`src/rtl/jtl_pkg.sv`:
```
package jtl_pkg;

  // Byte codes the lexer reacts to or produces.
  localparam logic [7:0] ChZero      = 8'h30;
  localparam logic [7:0] ChNine      = 8'h39;
  localparam logic [7:0] ChBackslash = 8'h5c;
  localparam logic [7:0] ChQuote     = 8'h22;
  localparam logic [7:0] ChLowT      = 8'h74;
  localparam logic [7:0] ChLowN      = 8'h6e;
  localparam logic [7:0] ChLowR      = 8'h72;
  localparam logic [7:0] ChOpenObj   = 8'h7b;
  localparam logic [7:0] ChCloseObj  = 8'h7d;
  localparam logic [7:0] ChOpenArr   = 8'h5b;
  localparam logic [7:0] ChCloseArr  = 8'h5d;
  localparam logic [7:0] ChTab       = 8'h09;
  localparam logic [7:0] ChNewline   = 8'h0a;
  localparam logic [7:0] ChReturn    = 8'h0d;

  // Multiplier of the decimal accumulator.
  localparam logic [31:0] Radix = 32'd10;

  typedef enum logic [1:0] {
    MODE_IDLE = 2'd0,
    MODE_NUM  = 2'd1,
    MODE_STR  = 2'd2,
    MODE_ESC  = 2'd3
  } lex_mode_e;

  typedef enum logic [2:0] {
    TOK_NUMBER    = 3'd0,
    TOK_STR_CHAR  = 3'd1,
    TOK_STR_END   = 3'd2,
    TOK_OPEN_OBJ  = 3'd3,
    TOK_CLOSE_OBJ = 3'd4,
    TOK_OPEN_ARR  = 3'd5,
    TOK_CLOSE_ARR = 3'd6
  } token_kind_e;

  typedef struct packed {
    token_kind_e kind;
    logic [31:0] value;
    logic        last;
  } token_t;

  // Everything one lexer step produces from one byte.
  typedef struct packed {
    lex_mode_e   mode;
    logic [31:0] acc;
    logic [1:0]  count;
    token_t      tok0;
    token_t      tok1;
  } step_t;

endpackage

```
`src/rtl/jtl_if.sv`:
```
interface jtl_byte_if;
  logic       valid;
  logic       ready;
  logic [7:0] byte_in;

  modport source (output valid, output byte_in, input ready);
  modport sink (input valid, input byte_in, output ready);
endinterface

interface jtl_token_if;
  logic        valid;
  logic        ready;
  logic [2:0]  token_kind;
  logic [31:0] token_value;
  logic        last_of_run;

  modport source (output valid, output token_kind, output token_value,
                  output last_of_run, input ready);
  modport sink (input valid, input token_kind, input token_value,
                input last_of_run, output ready);
endinterface

```
`src/rtl/json_token_lexer.sv`:
```
// Channel  Direction  Payload                                 Transaction
// in_if    sink       byte_in[7:0]                            valid && ready
// out_if   source     token_kind[2:0] token_value[31:0]       valid && ready
//                     last_of_run
//
// A byte is registered on acceptance and lexed once the four-entry token queue
// has room for two tokens, which then enter the queue.
// One byte per cycle is taken while the queue has room for two tokens; the queue
// gives out at most one token per cycle, and only while the output is ready.
// Reset clears the lexer mode, accumulator, input stage and queue pointers.
// A stalled output fills the queue and then holds the input ready low.
module json_token_lexer (
  input logic        clk_i,
  input logic        rst_ni,
  jtl_byte_if.sink   in_if,
  jtl_token_if.source out_if
);
  import jtl_pkg::*;

  localparam int unsigned Depth = 4;
  localparam int unsigned PtrW  = $clog2(Depth);
  localparam int unsigned CntW  = $clog2(Depth + 1);

  logic          stg_valid_q, stg_valid_d;
  logic [7:0]    stg_byte_q;
  lex_mode_e     mode_q, mode_d;
  logic [31:0]   acc_q, acc_d;
  step_t         step;
  logic          advance;
  logic          in_take;
  logic          pop;
  logic [1:0]    push_n;

  token_t        fifo_q [Depth];
  logic [PtrW-1:0] wr_ptr_q, wr_ptr_d, rd_ptr_q, rd_ptr_d;
  logic [CntW-1:0] count_q, count_d;

  // The staged byte is lexed once the queue can take two tokens.
  assign advance      = stg_valid_q && (count_q <= CntW'(Depth - 2));
  assign in_if.ready  = !stg_valid_q || advance;
  assign in_take      = in_if.valid && in_if.ready;
  assign stg_valid_d  = in_take || (stg_valid_q && !advance);

  jtl_step u_step (
    .mode_i (mode_q),
    .acc_i  (acc_q),
    .byte_i (stg_byte_q),
    .step_o (step)
  );

  assign mode_d = advance ? step.mode : mode_q;
  assign acc_d  = advance ? step.acc  : acc_q;

  // Queue bookkeeping.
  assign pop      = out_if.valid && out_if.ready;
  assign push_n   = advance ? step.count : 2'd0;
  assign wr_ptr_d = wr_ptr_q + PtrW'(push_n);
  assign rd_ptr_d = rd_ptr_q + PtrW'(pop);
  assign count_d  = count_q + CntW'(push_n) - CntW'(pop);

  always_ff @(posedge clk_i or negedge rst_ni) begin
    if (!rst_ni) begin
      stg_valid_q <= 1'b0;
      mode_q      <= MODE_IDLE;
      acc_q       <= 32'd0;
      wr_ptr_q    <= '0;
      rd_ptr_q    <= '0;
      count_q     <= '0;
    end else begin
      stg_valid_q <= stg_valid_d;
      mode_q      <= mode_d;
      acc_q       <= acc_d;
      wr_ptr_q    <= wr_ptr_d;
      rd_ptr_q    <= rd_ptr_d;
      count_q     <= count_d;
    end
  end

  // Input stage payload.
  always_ff @(posedge clk_i) begin
    if (in_take) begin
      stg_byte_q <= in_if.byte_in;
    end
  end

  // Token storage; the second token goes to the slot after the first.
  always_ff @(posedge clk_i) begin
    if (push_n != 2'd0) begin
      fifo_q[wr_ptr_q] <= step.tok0;
    end
    if (push_n == 2'd2) begin
      fifo_q[wr_ptr_q + PtrW'(1)] <= step.tok1;
    end
  end

  // Output from the queue head.
  assign out_if.valid       = (count_q != '0);
  assign out_if.token_kind  = fifo_q[rd_ptr_q].kind;
  assign out_if.token_value = fifo_q[rd_ptr_q].value;
  assign out_if.last_of_run = fifo_q[rd_ptr_q].last;

  // The queue never holds more tokens than it has slots.
  a_count_bound: assert property (@(posedge clk_i) disable iff (!rst_ni)
    count_q <= CntW'(Depth))
    else $error("token queue overflow");

  // A two-token step grows the queue by two, less any token taken out.
  a_two_push: assert property (@(posedge clk_i) disable iff (!rst_ni)
    (advance && step.count == 2'd2 && !pop) |=> count_q == $past(count_q) + CntW'(2))
    else $error("two-token step not stored");

  // Only a staged byte can change the lexer mode.
  a_mode_hold: assert property (@(posedge clk_i) disable iff (!rst_ni)
    !advance |=> mode_q == $past(mode_q) && acc_q == $past(acc_q))
    else $error("lexer state changed without a byte");

  // The escape mode is only entered from inside a string.
  a_esc_entry: assert property (@(posedge clk_i) disable iff (!rst_ni)
    (advance && step.mode == MODE_ESC) |-> mode_q == MODE_STR)
    else $error("escape outside a string");

endmodule

```
`src/rtl/jtl_step.sv`:
```
module jtl_step (
  input  jtl_pkg::lex_mode_e mode_i,
  input  logic [31:0]        acc_i,
  input  logic [7:0]         byte_i,
  output jtl_pkg::step_t     step_o
);
  import jtl_pkg::*;

  logic        is_digit;
  logic [31:0] digit_val;
  logic        struct_hit;
  token_kind_e struct_kind;
  logic [7:0]  esc_char;
  token_t      struct_tok;

  // Byte classification shared by the number and idle modes.
  assign is_digit  = (byte_i >= ChZero) && (byte_i <= ChNine);
  assign digit_val = {24'd0, byte_i - ChZero};

  always_comb begin
    struct_hit  = 1'b1;
    struct_kind = TOK_OPEN_OBJ;
    case (byte_i)
      ChOpenObj:  struct_kind = TOK_OPEN_OBJ;
      ChCloseObj: struct_kind = TOK_CLOSE_OBJ;
      ChOpenArr:  struct_kind = TOK_OPEN_ARR;
      ChCloseArr: struct_kind = TOK_CLOSE_ARR;
      default:    struct_hit = 1'b0;
    endcase
  end

  assign struct_tok = '{kind: struct_kind, value: 32'd0, last: 1'b0};

  // Escape letters map to control characters; any other byte is literal.
  always_comb begin
    case (byte_i)
      ChLowT:  esc_char = ChTab;
      ChLowN:  esc_char = ChNewline;
      ChLowR:  esc_char = ChReturn;
      default: esc_char = byte_i;
    endcase
  end

  // Next state and up to two tokens for this byte.
  always_comb begin
    step_o       = '0;
    step_o.mode  = mode_i;
    step_o.acc   = acc_i;
    step_o.tok0  = '{kind: TOK_NUMBER, value: 32'd0, last: 1'b0};
    step_o.tok1  = '{kind: TOK_NUMBER, value: 32'd0, last: 1'b0};
    case (mode_i)
      MODE_NUM: begin
        if (is_digit) begin
          step_o.acc = acc_i * Radix + digit_val;
        end else begin
          // The number ends; the byte is then handled as between tokens.
          step_o.tok0  = '{kind: TOK_NUMBER, value: acc_i, last: 1'b0};
          step_o.count = 2'd1;
          step_o.mode  = MODE_IDLE;
          if (byte_i == ChQuote) begin
            step_o.mode = MODE_STR;
          end else if (struct_hit) begin
            step_o.tok1  = struct_tok;
            step_o.count = 2'd2;
          end
        end
      end
      MODE_STR: begin
        if (byte_i == ChQuote) begin
          step_o.tok0  = '{kind: TOK_STR_END, value: 32'd0, last: 1'b0};
          step_o.count = 2'd1;
          step_o.mode  = MODE_IDLE;
        end else if (byte_i == ChBackslash) begin
          step_o.mode = MODE_ESC;
        end else begin
          step_o.tok0  = '{kind: TOK_STR_CHAR, value: {24'd0, byte_i}, last: 1'b0};
          step_o.count = 2'd1;
        end
      end
      MODE_ESC: begin
        step_o.tok0  = '{kind: TOK_STR_CHAR, value: {24'd0, esc_char}, last: 1'b0};
        step_o.count = 2'd1;
        step_o.mode  = MODE_STR;
      end
      default: begin
        if (is_digit) begin
          step_o.acc  = digit_val;
          step_o.mode = MODE_NUM;
        end else if (byte_i == ChQuote) begin
          step_o.mode = MODE_STR;
        end else if (struct_hit) begin
          step_o.tok0  = struct_tok;
          step_o.count = 2'd1;
        end
      end
    endcase

    // Mark the final token of this byte.
    if (step_o.count == 2'd1) begin
      step_o.tok0.last = 1'b1;
    end else if (step_o.count == 2'd2) begin
      step_o.tok1.last = 1'b1;
    end
  end

endmodule
```
`src/flat_wrapper.sv`:
```
// flat-port wrapper written by rule: the top's interface ports become plain ports
module json_token_lexer_flat import jtl_pkg::*;
  (clk_i, rst_ni, in_if_valid, in_if_byte_in, in_if_ready, out_if_valid, out_if_token_kind, out_if_token_value, out_if_last_of_run, out_if_ready);
  jtl_byte_if in_if_i ();
  jtl_token_if out_if_i ();
  input logic clk_i;
  input logic rst_ni;
  input wire logic [$bits(in_if_i.valid)-1:0] in_if_valid;
  input wire logic [$bits(in_if_i.byte_in)-1:0] in_if_byte_in;
  output wire logic [$bits(in_if_i.ready)-1:0] in_if_ready;
  output wire logic [$bits(out_if_i.valid)-1:0] out_if_valid;
  output wire logic [$bits(out_if_i.token_kind)-1:0] out_if_token_kind;
  output wire logic [$bits(out_if_i.token_value)-1:0] out_if_token_value;
  output wire logic [$bits(out_if_i.last_of_run)-1:0] out_if_last_of_run;
  input wire logic [$bits(out_if_i.ready)-1:0] out_if_ready;
  assign in_if_i.valid = in_if_valid;
  assign in_if_i.byte_in = in_if_byte_in;
  assign in_if_ready = in_if_i.ready;
  assign out_if_valid = out_if_i.valid;
  assign out_if_token_kind = out_if_i.token_kind;
  assign out_if_token_value = out_if_i.token_value;
  assign out_if_last_of_run = out_if_i.last_of_run;
  assign out_if_i.ready = out_if_ready;
  json_token_lexer u_core (.clk_i(clk_i), .rst_ni(rst_ni), .in_if(in_if_i), .out_if(out_if_i));
endmodule
```
`config.mk`:
```
export PLATFORM = sky130hd
export DESIGN_NAME = json_token_lexer_flat
export DESIGN_NICKNAME = d
export VERILOG_FILES = /design/src/rtl/jtl_pkg.sv /design/src/rtl/jtl_if.sv /design/src/rtl/json_token_lexer.sv /design/src/rtl/jtl_step.sv /design/src/flat_wrapper.sv
export SDC_FILE = /design/constraint.sdc
export NUM_CORES = 1
export LEC_CHECK = 0
export BUFFER_PORTS_ARGS = -buffer_cell sky130_fd_sc_hd__buf_2
export CELL_PAD_IN_SITES_DETAIL_PLACEMENT = 0
export CELL_PAD_IN_SITES_GLOBAL_PLACEMENT = 2
export CORE_MARGIN = 2
export CORE_UTILIZATION = 42
export DETAILED_ROUTE_END_ITERATION = 10
export GPL_ROUTABILITY_DRIVEN = 0
export PLACE_DENSITY = 0.9
export SLEW_MARGIN = 10
export SYNTH_ARGS = -nofsm -noshare
export SYNTH_HDL_FRONTEND = slang
export SYNTH_SLANG_ARGS = --single-unit
```
`constraint.sdc`:
```
create_clock -name clk_i -period 6.3 [get_ports clk_i]
set_clock_uncertainty 0.15 [all_clocks]
set_input_delay 1.26 -clock clk_i [delete_from_list [all_inputs] [get_ports clk_i]]
set_output_delay 1.26 -clock clk_i [all_outputs]
set_load 0.02 [all_outputs]
```
-- Word level (Yosys, flattened, before mapping)
Memories as Yosys holds them, arrays and structs flattened.
Index checks and enable logic that the tools add are counted.
- memories kept: 1
- RAM bits: 144
- bits of input ports: 12
- bits in registers: 50
- output and inout port bits: 38
- add/sub/neg operators: 7
- magnitude comparators: 3
- reduce and logical (&&, ||, !) cells: 16
- multipliers: 1
- eq/ne operators: 17
- mux-type cells: 33
- bitwise operators: 1
- memories (name ; words ; width ; read ports ; clocked after Yosys merged registers in ; wr ports ; RTL line ; text):
    u_core.fifo_q ; 4 ; 36 ; 1 ; 0 ; 2 ; json_token_lexer.sv:34 ; token_t fifo_q [Depth];
- operators by type and width (kind ; count):
    $pmux W38 S3 ; 1
    $mux W37 ; 3
    $mux W36 ; 3
    $mux W38 ; 2
    $mux W74 ; 1
    $eq A8 B7 Y1 const B ; 8
    $mux W32 ; 2
    $pmux W32 S2 ; 1
    $add A32 B8 Y32 ; 1
    $mul A32 B3 Y31 const B ; 1
    $pmux W8 S3 ; 1
    $mux W2 ; 9
    $pmux W3 S3 ; 1
    $eq A2 B2 Y1 const B ; 4
    $eq A8 B6 Y1 const B ; 1
    $ge A8 B6 Y1 const B ; 1
    $le A8 B6 Y1 const B ; 1
    $mux W1 ; 8
    $sub A8 B6 Y8 const B ; 1
    $pmux W2 S3 ; 1
    $logic_and A1 B1 Y1 ; 5
    $reduce_bool A5 Y1 ; 1
    $eq A2 B1 Y1 const B ; 2
    $reduce_and A4 Y1 ; 1
    other kinds (16) ; 18

-- Longest topological paths before layout
Gate-level depths: netlist of the first run.
- depth after elaboration: 11
- depth in mapped cells: 13
- mapped depth without buffers: 13

-- Cells and area by module
From an unflattened synthesis of the first run, not the netlist that was laid out.
- cell total of the unflattened synthesis: 1121
- area total of the unflattened synthesis: 13330.3 µm²
- modules (own cells, without submodules) (module ; area each (µm²) ; times used ; cells an instance):
    json_token_lexer ; 8934.8 ; 1 ; 479
    jtl_step ; 4395.5 ; 1 ; 642

-- Worst setup path after synthesis of the first run
Ideal clock, no wire load.
- path kind: register -> register
- start: register u_core.acc_q[1]
- end: register u_core.acc_q[30]
- path slack: 2.549 ns
- clock period less this slack: 3.751 ns
- required time: 6.019 ns
- cell stages (with the launch flop): 13
- data arrival time: 3.470 ns
- path buffers: 0
- cell sequence: dfrtp_1 -> ha_1 -> ha_1 -> fa_1 -> a211oi_2 -> o22ai_1 -> o311ai_1 -> o2111ai_2 -> nor4_4 -> nand3_4 -> nor4b_2 -> and3_1 -> o211ai_1
- word-level cells in the longest chain between the ends: 4
- ends and longest elaborated chain (element ; RTL line ; text):
    start, declared ; json_token_lexer.sv:27 ; logic [31:0] acc_q, acc_d;
    start signal, assigned ; json_token_lexer.sv:65 ; acc_q <= 32'd0;
    start signal, assigned ; json_token_lexer.sv:72 ; acc_q <= acc_d;
    $mul A32 B3 Y31 ; jtl_step.sv:54 ; step_o.acc = acc_i * Radix + digit_val;
    $add A32 B8 Y32 ; jtl_step.sv:54 ;
    $mux W32 ; jtl_step.sv:53 ; if (is_digit) begin
    $pmux W32 S2 ; jtl_step.sv:51 ; case (mode_i)
Every way passes these cells. The select of a mux whose other input is x is not followed.
A chain may end at the register's enable or synchronous reset.

-- Final worst setup path of the first run
Ends and elaborated chain as after synthesis.

==> run_results.csv, run 1 <==
group,metric,value,unit
setup_path,timing.setup.critical_path_class,"flip-flop to flip-flop",
yosys,synthCells,1288,
route,remaining_drc_errors,0,
setup_path,critical_path_peak_fanout,8,
placed_design,io_buffer_count,49,
min_path,worst_hold_path_cells,2,
clocking,maximum_count_of_clock_buffers_along_a_single_path,2,
yosys,syn-cell-area,11400,sq um
clocking,clk_pin_slew_worst_paths,0.08,ns
timing,final_max_slew_viol_count,0,
floorplanning,floorplan.rows,60,
yosys,synth_seq_cells,194,
finish,num-fill-cells,2623,
setup_path,start_kind,"flip-flop",
clocking,tritoncts,"yes",
route,firstDrtPassIters,5,
route,avgViaCountPerCell,5.87,
clocking,worstSkewPairLatency,0.43,ns
pwr,power_per_cell_area,367,nW/um^2
timing,final-setup-viol-count,0,
setup_path,reg2reg_setup_slack,2.07,ns
finish,diodes,0,
yosys,synth_enable_flop_cells,24,
route,route.antenna.remaining_nets,0,
placed_design,place_area,11900,sq um
timing,timing.max_slew.rel_slack,0.245,
timing,rsz0062_at_grt,"false",
timing,setup-tns-final,0,ns
setup_path,timing.rr.start,"u_core.acc_q[1]$_DFFE_PN0P_",
grt,grt_max_degree,106,
timing,achievable-frequency,237,MHz
finish,area_delta_synth_final,9.27,%
job,timing.max_cap.violations,0,
min_path,min_to,"u_core.fifo_q[1][11]$_SDFFE_PP0P_",
placed_design,dp_hpwl,21200,um
floorplanning,area_of_the_core_region,26900,sq um
grt,grt_pass1_wl,50900,um
route,drtIter0Drc,714,
timing,hold_violations,0,
yosys,synth_top_area_frac,0.224,
route,detail_route.wl_per_cell,19.2,um
clocking,cts.root.buffer_cell,"clkbuf_16",
yosys,synth_cell_types,85,
timing,timing.final.crit_share,0.671,
clocking,number_of_buffers_added_by_the_clock_tree_synthesis_step,17,
setup_path,worst_r2r_endpoint,"u_core.acc_q[30]$_DFFE_PN0P_",
pwr,leakage,4.81,nW
clocking,htree_levels,4,
route,num_vias,9593,
min_path,hp-start,"u_core.fifo_q[1][11]$_SDFFE_PP0P_",
yosys,share_of_async_settable_or_async_resettable_flops_after_synthesis,0.216,
setup_path,reg2regPathDepth,12,
timing,tightest_slew,1.13,ns
floorplanning,num_io_pins,50,
clocking,ctsHoldBuffers,0,
yosys,syn_nets,1373,
yosys,synth_area_per_cell,8.88,sq um
pwr,worst_ir_drop_vdd,0.189,mV
yosys,synth_largest_area_cell,"dfxtp_1",
grt,grt_pass1_vias,9121,
finish,finalInstanceArea,12500,sq um
floorplanning,start_util,0.426,
finish,post_route_cells_drive_above_1_share,0.135,
timing,fin_ws,2.07,ns
clocking,cts_sinks,194,
setup_path,worst_ep_required_time,6.45,ns
yosys,synth_flop_cell,"dfxtp_1",
grt,grt_remaining_overflow,0,
finish,design.final.nets,1364,
status,outcome,"finished clean",
placed_design,place_ws,2.13,ns
route,drt-total-wl,31300,um
timing,final_period_minus_worst_setup_slack,4.23,ns
yosys,netlist_top_cells_area,"dfxtp_1 (22%), dfrtp_1 (9.2%), ha_1 (7.7%), mux4_2 (7.1%), a21oi_1 (6.3%)",
clocking,postCtsSetupBuffers,0,
grt,grt_antenna_before_repair,0,
setup_path,cp-end-kind,"flip-flop",
clocking,cts-resized-gates,0,
yosys,synth-seq-area-share,0.379,
setup_path,critical_path_arrival,4.38,ns
floorplanning,chipWidth,169,um
min_path,min-delay-path-class,"flip-flop to flip-flop",
yosys,yosys_warns,0,
floorplanning,die-area,28600,sq um
grt,grt_use_total,0.224,
floorplanning,die_boundary_height,169,um
==> cells by family after synthesis <==
kind of cell    share of synthesized area
simple gates                        0.202
fa+ha+maj                          0.0818
mux                                0.0772
xor+xnor                           0.0405
buf+inv                            0.0400
compound gates                      0.180
flops                               0.379
==> through the flow <==
stage	hold WS [ns]	power, W	util	instances
final	0.303	0.00459	0.465	1633
after floorplan	0.283	0.00303	-	1288
after global routing	0.320	0.00488	0.465	1633
after CTS	0.306	0.00462	0.465	1633
after global placement	0.290	0.00349	0.443	1601
after detailed placement	0.296	0.00351	0.443	1601
==> per-layer routing <==
metal	vias to the layer above	track usage	wire [um]
met2	221	0.361	14400
met5	-	0	0
met3	25	0.0274	1320
met4	0	0.0535	374
li1	4696	-	-
met1	4651	0.321	15200
==> layout make-up <==
cell class / instances / area, sq um / area share
clock buffers: 19 / 433 / 0.0346
clock inverters: 13 / 168 / 0.0134
inverters: 23 / 86.3 / 0.00690
multi-input cells: 979 / 6700 / 0.536
flip-flops and latches: 194 / 4340 / 0.347
well taps: 341 / 427 / 0.0341
repair buffers: 64 / 358 / 0.0286
==> worst max path at each step <==
stage,from,end,slack [ns],cells after the start
detailed placement,u_core.acc_q[1]$_DFFE_PN0P_,u_core.acc_q[27]$_DFFE_PN0P_,2.13,12
global placement,u_core.acc_q[1]$_DFFE_PN0P_,u_core.acc_q[27]$_DFFE_PN0P_,2.17,12
floorplan,u_core.acc_q[1]$_DFFE_PN0P_,u_core.acc_q[30]$_DFFE_PN0P_,2.55,12
global route,u_core.acc_q[1]$_DFFE_PN0P_,u_core.acc_q[30]$_DFFE_PN0P_,1.72,12
finish,u_core.acc_q[1]$_DFFE_PN0P_,u_core.acc_q[30]$_DFFE_PN0P_,2.07,12
CTS,u_core.acc_q[1]$_DFFE_PN0P_,u_core.acc_q[29]$_DFFE_PN0P_,2.07,12
==> synthesized netlist by cell type (4+ instances only) <==
library cell / number
dfrtp_1: 42
and2_1: 5
and3_1: 9
nand3b_1: 4
a21o_1: 8
inv_1: 22
o211ai_1: 6
nand3_1: 121
buf_2: 18
nand2_1: 183
a21oi_1: 145
xnor2_1: 30
or3_1: 6
nor2_1: 84
a311oi_1: 5
buf_1: 8
o22ai_1: 14
dfxtp_1: 128
mux2i_1: 5
nor3_1: 16
mux4_2: 36
nand2b_1: 7
a211oi_1: 38
o21ai_1: 20
nor2b_1: 5
a22oi_1: 7
edfxtp_1: 24
a221oi_1: 4
nand4_1: 8
ha_1: 70
xor2_1: 21
a31oi_1: 4
o21ai_0: 39
and4_1: 5
clkbuf_1: 65
==> flip-flops by register name (all words and copies together) (netlist names), named ones only <==
name	cells
u_core.acc_q	32
u_core.count_q	3
u_core.fifo_q	144
u_core.mode_q	1
u_core.rd_ptr_q	2
u_core.stg_byte_q	8
u_core.stg_valid_q	1
u_core.wr_ptr_q	2
==> cell usage in the layout (no fill, tap or decap), drive strengths merged, types with 4 or more instances in the layout <==
cell      n
a211oi   41
a21o      8
a21oi   146
a221oi    5
a22oi     7
a311oi    5
a31oi     5
and2      5
and3      9
and4      5
buf      64
clkbuf   19
dfrtp    42
dfxtp   128
edfxtp   24
ha       70
inv      30
mux2i     5
mux4     36
nand2   183
nand2b    7
nand3   122
nand3b    4
nand4    10
nor2     84
nor2b     5
nor3     19
nor4      6
o211ai    8
o21ai    60
o22ai    14
or3       6
xnor2    31
xor2     21
==> worst max-delay path, cell delays in order, from the launching register on <==
cell       delay (ns)
dfrtp_1          0.43
ha_1             0.32
ha_1             0.25
fa_1             0.43
a211oi_2         0.45
o22ai_1          0.16
o311ai_1         0.37
o2111ai_2        0.27
nor4_4           0.39
nand3_4          0.20
nor4b_2          0.37
and3_1           0.20
o211ai_1         0.09
==> power breakdown <==
part	switching [W]	internal, W
logic	0.00107	0.000680
registers	0.000264	0.00146
clock network	0.000511	0.000603
Power figures use the tool's default switching activity.
==> inputs of run 2 (changes only) <==
--- a/config.mk
+++ b/config.mk
@@ -5,14 +5,15 @@
 export SDC_FILE = /design/constraint.sdc
 export NUM_CORES = 1
 export LEC_CHECK = 0
+export ABC_AREA = 1
 export BUFFER_PORTS_ARGS = -buffer_cell sky130_fd_sc_hd__buf_2
 export CELL_PAD_IN_SITES_DETAIL_PLACEMENT = 0
 export CELL_PAD_IN_SITES_GLOBAL_PLACEMENT = 2
 export CORE_MARGIN = 2
-export CORE_UTILIZATION = 42
+export CORE_UTILIZATION = 32
 export DETAILED_ROUTE_END_ITERATION = 10
 export GPL_ROUTABILITY_DRIVEN = 0
-export PLACE_DENSITY = 0.9
+export PLACE_DENSITY = 0.81
 export SLEW_MARGIN = 10
 export SYNTH_ARGS = -nofsm -noshare
 export SYNTH_HDL_FRONTEND = slang
==> constraint.sdc (replaced) <==
create_clock -name clk_i -period 3.85 [get_ports clk_i]
set_clock_uncertainty 0.15 [all_clocks]
set_input_delay 0.77 -clock clk_i [delete_from_list [all_inputs] [get_ports clk_i]]
set_output_delay 0.77 -clock clk_i [all_outputs]
set_load 0.02 [all_outputs]
==> run 2 against run 1 <==
  * Combinational power rose by 150%
  * Core utilization is 10 points lower
  * Clock power grew 54%
  * Largest cell class unchanged
  * Largest power group unchanged
==> run_results.csv, run 2 <==
group,metric,value,unit
pwr,p_int,0.00471,W
timing,timing.final.crit_share,0.933,
floorplanning,die-area,40000,sq um
finish,diodes,0,
route,avgViaCountPerCell,5.08,
finish,finalInstanceArea,13600,sq um
floorplanning,floorplan.rows,71,
pwr,power_switching,0.00409,W
setup_path,worstPathCellList,"ha_1 -> ha_2 -> fa_2 -> xor2_1 -> ha_1 -> buf_4 -> nand4_1 -> o211ai_1 -> nand2_1 -> nand2_1 -> nand3_1 -> inv_2 -> nand3_4 -> nor2_4 -> nand2_2 -> nand2_1 -> nand2_1 -> o21ai_1",
placed_design,dp_hpwl,28500,um
floorplanning,num_io_pins,50,
pwr,p_comb_frac,0.492,
yosys,synthCells,1798,
setup_path,worst_ep_required_time,4.07,ns
clocking,clk_pin_slew_worst_paths,0.08,ns
grt,grt_use_total,0.205,
pwr,pwr-share-seq,0.314,
clocking,cts_sinks,194,
route,remaining_drc_errors,0,
timing,hold_violations,0,
grt,grt_pass1_wl,63600,um
floorplanning,area_of_the_core_region,37800,sq um
grt,grt_max_degree,74,
yosys,synth_flop_cell,"dfxtp_1",
setup_path,crit_path_top_delay_cell,"dfrtp_1",
finish,layout_commonest_cell,"nand2_1",
yosys,synth_cell_types,59,
clocking,maximum_count_of_clock_buffers_along_a_single_path,2,
finish,post_route_cells_drive_above_1_share,0.0902,
floorplanning,die_boundary_height,200,um
finish,final_cell_mix,"nand2_1 (413), nor2_1 (222), inv_1 (171)",
yosys,syn_nets,1883,
clocking,number_of_buffers_added_by_the_clock_tree_synthesis_step,17,
yosys,synth_commonest_cells,"nand2_1 (413), nor2_1 (227), inv_1 (172)",
min_path,min-delay-path-class,"input port to asynchronous set/reset pin",
clocking,worstSkewPairLatency,0.44,ns
setup_path,critPathMostFrequentCell,"nand2_1",
route,detail_route.wl_per_cell,17.3,um
setup_path,timing.setup.critical_path_class,"flip-flop to flip-flop",
grt,grt_antenna_before_repair,0,
clocking,cts.root.buffer_cell,"clkbuf_16",
setup_path,critical_path_arrival,3.81,ns
finish,largest_reg_flops,144,
timing,final_max_slew_viol_count,0,
clocking,tritoncts,"yes",
route,num_vias,11900,
grt,grt_remaining_overflow,0,
yosys,synth_top_area_frac,0.208,
yosys,share_of_async_settable_or_async_resettable_flops_after_synthesis,0.216,
pwr,p_sw_frac,0.465,
yosys,yosys_warns,0,
yosys,synth_area_per_cell,6.84,sq um
pwr,pwr-share-clk,0.194,
finish,largest_register_by_flop_count,"u_core.fifo_q",
setup_path,cp-end-kind,"flip-flop",
pwr,p_total,0.00881,W
yosys,synth-seq-area-share,0.352,
finish,multi_input_comb_area,6920,sq um
clocking,htree_levels,4,
finish,utilization,0.360,
timing,final_period_minus_worst_setup_slack,3.59,ns
floorplanning,chipWidth,200,um
yosys,synth_seq_cells,194,
pwr,leakage,6.13,nW
timing,achievable-frequency,278,MHz
finish,design.final.nets,1902,
timing,timing.max_slew.rel_slack,0.429,
route,drtIter0Drc,942,
setup_path,start_kind,"flip-flop",
status,outcome,"finished clean",
yosys,synth_largest_area_cell,"dfxtp_1",
floorplanning,start_util,0.326,
pwr,worst_ir_drop_vdd,0.291,mV
finish,area_delta_synth_final,10.7,%
timing,final-setup-viol-count,0,
route,route.antenna.remaining_nets,0,
route,drt-total-wl,40500,um
placed_design,place_area,13000,sq um
clocking,ctsHoldBuffers,0,
yosys,syn-cell-area,12300,sq um
yosys,yosys.cell_count.top_type,"nand2_1",
placed_design,io_buffer_count,49,
timing,tightest_slew,0.849,ns
finish,regArea,4340,sq um
pwr,power_per_cell_area,647,nW/um^2
finish,num-fill-cells,4113,
setup_path,timing.critical_path.slowest_cell_delay,0.43,ns
job,timing.max_cap.violations,0,
grt,grt_pass1_vias,11400,
finish,top_regs,"u_core.fifo_q x144, u_core.acc_q x32, u_core.stg_byte_q x8",
yosys,synth_enable_flop_cells,24,
yosys,netlist_top_cells_area,"dfxtp_1 (21%), nand2_1 (13%), dfrtp_1 (8.5%), ha_1 (7.1%), nor2_1 (6.9%)",
route,firstDrtPassIters,5,
setup_path,critical_path_peak_fanout,7,
[run 2: cell count changes in the layout (fill, tap and decap cells not counted), moves of 25 or more]
| cell | delta |
|---|---|
| a211oi_1 | -37 |
| inv_1 | +149 |
| mux4_2 | -36 |
| nand2_1 | +230 |
| nand3_1 | +48 |
| nor2_1 | +144 |
| o21ai_0 | +100 |
| o22ai_1 | +37 |
| xnor2_1 | -25 |
[run 2: worst paths after layout]
path,from,to,slack [ns],depth (start not counted)
max,u_core.acc_q[3]$_DFFE_PN0P_,u_core.acc_q[27]$_DFFE_PN0P_,0.26,18
max in group asynchronous,rst_ni,u_core.acc_q[21]$_DFFE_PN0P_,2.60,2
min in group clk_i,u_core.fifo_q[2][25]$_SDFFE_PP0P_,u_core.fifo_q[2][25]$_SDFFE_PP0P_,0.31,2
max reg2reg,u_core.acc_q[3]$_DFFE_PN0P_,u_core.acc_q[27]$_DFFE_PN0P_,0.26,18
min reg2reg,u_core.fifo_q[2][25]$_SDFFE_PP0P_,u_core.fifo_q[2][25]$_SDFFE_PP0P_,0.31,2
min,rst_ni,u_core.rd_ptr_q[1]$_DFF_PN0_,0.25,1
[run 2: stage by stage]
step	hold slack (ns)	setup slack [ns]	setup TNS (ns)	cells
after global routing	0.297	-0.0667	-0.155	2341
after CTS	0.263	0.0491	0	2337
final	0.247	0.259	0	2341
after global placement	0.295	0.117	0	2305
after detailed placement	0.300	0.0727	0	2305
after floorplan	0.287	0.471	0	1798
[run 2: layout make-up]
class | instances | share of cell area
timing repair buffer | 81 | 0.0366
clock buffer | 19 | 0.0318
inverter | 179 | 0.0495
tap | 511 | 0.0470
multi-input combinational | 1344 | 0.508
clock inverter | 13 | 0.00827
sequential | 194 | 0.319
[run 2: cell families (layout without fill, tap and decap cells)]
| kind of cell | Yosys count | after routing | synth area share |
|---|---|---|---|
| adder cells (fa/ha/maj) | 73 | 73 | 0.0761 |
| flip-flops | 194 | 194 | 0.352 |
| buffers and inverters | 260 | 292 | 0.0882 |
| AO/OA/AOI/OAI | 372 | 372 | 0.167 |
| AND/OR/NAND/NOR | 882 | 882 | 0.304 |
| XOR/XNOR | 17 | 17 | 0.0121 |
[run 2: timing repair]
item,4_1_cts,5_1_grt
buffers inserted,0,4
setup endpoints to repair,0,15
gates resized for setup,0,8
[run 2: power by group through the flow]
stage               clock, W  sequential [W]  combinational, W
detailed placement         0         0.00280           0.00427
CTS                  0.00175         0.00276           0.00428
finish               0.00171         0.00277           0.00433
global route         0.00183         0.00281           0.00481
floorplan                  0         0.00271           0.00303
global placement           0         0.00280           0.00426
[run 2: routing by layer]
| metal | global-route usage | wire length (um) |
|---|---|---|
| met2 | 0.335 | 18400 |
| met1 | 0.293 | 20000 |
| met5 | 0 | 0 |
| met3 | 0.0215 | 1650 |
| met4 | 0.0395 | 428 |
[run 2: critical path: cells and delay by family, from the launching register on]
family	cells	cell delay, ns
xor+xnor	1	0.18
simple gates	9	0.99
compound gates	2	0.33
fa+ha+maj	4	1.21
flops	1	0.43
buf+inv	2	0.26
==> inputs of run 3 (changes only) <==
--- a/config.mk
+++ b/config.mk
@@ -10,10 +10,10 @@
 export CELL_PAD_IN_SITES_DETAIL_PLACEMENT = 0
 export CELL_PAD_IN_SITES_GLOBAL_PLACEMENT = 2
 export CORE_MARGIN = 2
-export CORE_UTILIZATION = 32
+export CORE_UTILIZATION = 36
 export DETAILED_ROUTE_END_ITERATION = 10
 export GPL_ROUTABILITY_DRIVEN = 0
-export PLACE_DENSITY = 0.81
+export PLACE_DENSITY = 0.86
 export SLEW_MARGIN = 10
 export SYNTH_ARGS = -nofsm -noshare
 export SYNTH_HDL_FRONTEND = slang
==> constraint.sdc (replaced) <==
create_clock -name clk_i -period 3.7 [get_ports clk_i]
set_clock_uncertainty 0.15 [all_clocks]
set_input_delay 0.74 -clock clk_i [delete_from_list [all_inputs] [get_ports clk_i]]
set_output_delay 0.74 -clock clk_i [all_outputs]
set_load 0.02 [all_outputs]
==> run 3 against run 2 <==
  * Via count up 0.81%
  * Core utilization up 4.6 points
  * Total power up 5.8%
  * Clock-buffer cell count up 5
  * Maximum frequency up 3.0%
  * Design area rose by 0.34%
  * Sequential share of layout area shrank 0.11 points
  * Worst setup slack worse by 0.047 ns
  * Critical path type unchanged
==> run_results.csv, run 3 (synthesis results as in run 2) <==
group,metric,value,unit
floorplanning,area_of_the_core_region,33600,sq um
timing,hold_violations,0,
timing,timing.max_slew.rel_slack,0.172,
floorplanning,die_boundary_height,189,um
route,drtIter0Drc,881,
route,detailroute.wirelength.met2,18000,um
placed_design,place_area,13000,sq um
setup_path,timing.critical_path.slowest_cell_delay,0.42,ns
route,route.layer.met1.wl,19500,um
clocking,maximum_count_of_clock_buffers_along_a_single_path,2,
setup_path,timing.setup.critical_path_class,"flip-flop to flip-flop",
finish,num-fill-cells,3603,
route,remaining_drc_errors,0,
route,top_signal_layer_used,"met5",
clocking,htree_levels,4,
finish,finalInstanceArea,13700,sq um
clocking,worstSkewPairLatency,0.45,ns
route,drt-total-wl,39600,um
finish,diodes,0,
setup_path,worstPathCellList,"ha_1 -> ha_1 -> fa_2 -> xor2_1 -> ha_1 -> nand4_1 -> o211ai_1 -> nand2_1 -> nand2_2 -> nand3_2 -> inv_2 -> nand3_4 -> nor2_4 -> nand2_2 -> nand2_1 -> nand2_1 -> o21ai_1",
clocking,cts_sinks,194,
timing,setup-tns-final,0,ns
job,timing.max_cap.violations,0,
pwr,worst_ir_drop_vdd,0.295,mV
timing,final_period_minus_worst_setup_slack,3.49,ns
grt,grt_pass1_wl,62800,um
route,route.antenna.remaining_nets,0,
pwr,p_sw_frac,0.455,
grt,grt_use_total,0.223,
setup_path,worst_ep_required_time,3.92,ns
clocking,clk_pin_slew_worst_paths,0.07,ns
setup_path,critical_path_peak_fanout,7,
route,firstDrtPassIters,5,
pwr,p_int,0.00507,W
floorplanning,floorplan.rows,67,
setup_path,crit_path_top_delay_cell,"dfrtp_1",
finish,final_cell_mix,"nand2_1 (412), nor2_1 (220), inv_1 (171)",
floorplanning,chipWidth,189,um
floorplanning,num_io_pins,50,
finish,post_route_cells_drive_above_1_share,0.0960,
route,detail_route.wl_per_cell,17.3,um
placed_design,dp_hpwl,27700,um
pwr,power_per_cell_area,682,nW/um^2
min_path,min-delay-path-class,"flip-flop to flip-flop",
finish,top_regs,"u_core.fifo_q x144, u_core.acc_q x32, u_core.stg_byte_q x8",
grt,grt_remaining_overflow,0,
pwr,p_comb_frac,0.486,
finish,layout_commonest_cell,"nand2_1",
clocking,ctsHoldBuffers,0,
pwr,pwr-share-seq,0.312,
setup_path,start_kind,"flip-flop",
grt,grt_pass1_vias,11400,
timing,timing.final.crit_share,0.943,
floorplanning,die-area,35700,sq um
grt,grt_antenna_before_repair,1,
status,outcome,"finished clean",
finish,largest_register_by_flop_count,"u_core.fifo_q",
pwr,leakage,6.20,nW
grt,grt_max_degree,74,
timing,achievable-frequency,287,MHz
finish,largest_reg_flops,144,
clocking,cts.root.buffer_cell,"clkbuf_16",
setup_path,cp-end-kind,"flip-flop",
route,dr_wl_met3,1600,um
route,num_vias,12000,
pwr,power_switching,0.00424,W
finish,multi_input_comb_area,6950,sq um
clocking,tritoncts,"yes",
timing,tightest_slew,1.23,ns
setup_path,critical_path_arrival,3.71,ns
finish,design.final.nets,1907,
floorplanning,start_util,0.366,
timing,final-setup-viol-count,0,
placed_design,io_buffer_count,49,
finish,regArea,4340,sq um
pwr,pwr-share-clk,0.202,
finish,area_delta_synth_final,11.1,%
clocking,number_of_buffers_added_by_the_clock_tree_synthesis_step,17,
route,avgViaCountPerCell,5.25,
timing,final_max_slew_viol_count,0,
==> run 3: what timing repair did <==
item | in CTS | in global routing
buffers inserted | 0 | 7
setup endpoints to repair | 0 | 15
gates resized for setup | 0 | 14
==> run 3: worst max-delay path: cells and delay by family, from the launching register on <==
| family | cells | cell delay, ns |
|---|---|---|
| adder cells (fa/ha/maj) | 4 | 1.20 |
| AO/OA/AOI/OAI | 2 | 0.37 |
| XOR/XNOR | 1 | 0.18 |
| flip-flops | 1 | 0.42 |
| AND/OR/NAND/NOR | 9 | 0.96 |
| buffers and inverters | 1 | 0.12 |
==> run 3: cell type report <==
type | instances | share of cell area
tap | 448 | 0.0410
clock buffer | 24 | 0.0384
multi-input combinational | 1344 | 0.509
sequential | 194 | 0.317
timing repair buffer | 86 | 0.0401
inverter | 179 | 0.0494
clock inverter | 7 | 0.00504
==> run 3: power groups by stage <==
stage / sequential, W / combinational (W) / clock, W
after floorplan: 0.00282 / 0.00316 / 0
after global placement: 0.00293 / 0.00441 / 0
after detailed placement: 0.00294 / 0.00444 / 0
after CTS: 0.00289 / 0.00445 / 0.00193
after global routing: 0.00295 / 0.00501 / 0.00200
final: 0.00290 / 0.00453 / 0.00188
==> run 3: per-layer routing <==
layer  GRT usage  vias to the layer above
met5           0                        -
met4      0.0475                        2
met3      0.0268                       31
met2       0.356                      283
met1       0.322                     5654
li1            -                     6014
==> run 3: through the flow <==
step / total power [W] / hold slack (ns) / worst slack [ns] / util / std cells
2_1_floorplan: 0.00598 / 0.287 / 0.321 / - / 1798
3_3_place_gp: 0.00733 / 0.295 / 0.125 / 0.385 / 2244
3_5_place_dp: 0.00737 / 0.300 / 0.0661 / 0.385 / 2244
4_1_cts: 0.00927 / 0.294 / 0.0396 / 0.403 / 2275
5_1_grt: 0.00996 / 0.297 / -0.0313 / 0.406 / 2282
6_report: 0.00932 / 0.310 / 0.212 / 0.406 / 2282
==> run 3: worst paths after layout <==
kind | start | end | slack [ns] | cells after the start
max | u_core.acc_q[3]$_DFFE_PN0P_ | u_core.acc_q[27]$_DFFE_PN0P_ | 0.21 | 17
min | u_core.fifo_q[2][21]$_SDFFE_PP0P_ | u_core.fifo_q[2][21]$_SDFFE_PP0P_ | 0.31 | 2
max reg2reg | u_core.acc_q[3]$_DFFE_PN0P_ | u_core.acc_q[27]$_DFFE_PN0P_ | 0.21 | 17
min reg2reg | u_core.fifo_q[2][21]$_SDFFE_PP0P_ | u_core.fifo_q[2][21]$_SDFFE_PP0P_ | 0.31 | 2
max in group asynchronous | rst_ni | u_core.rd_ptr_q[0]$_DFF_PN0_ | 2.34 | 1
min in group asynchronous | rst_ni | u_core.stg_valid_q$_DFF_PN0_ | 0.32 | 1
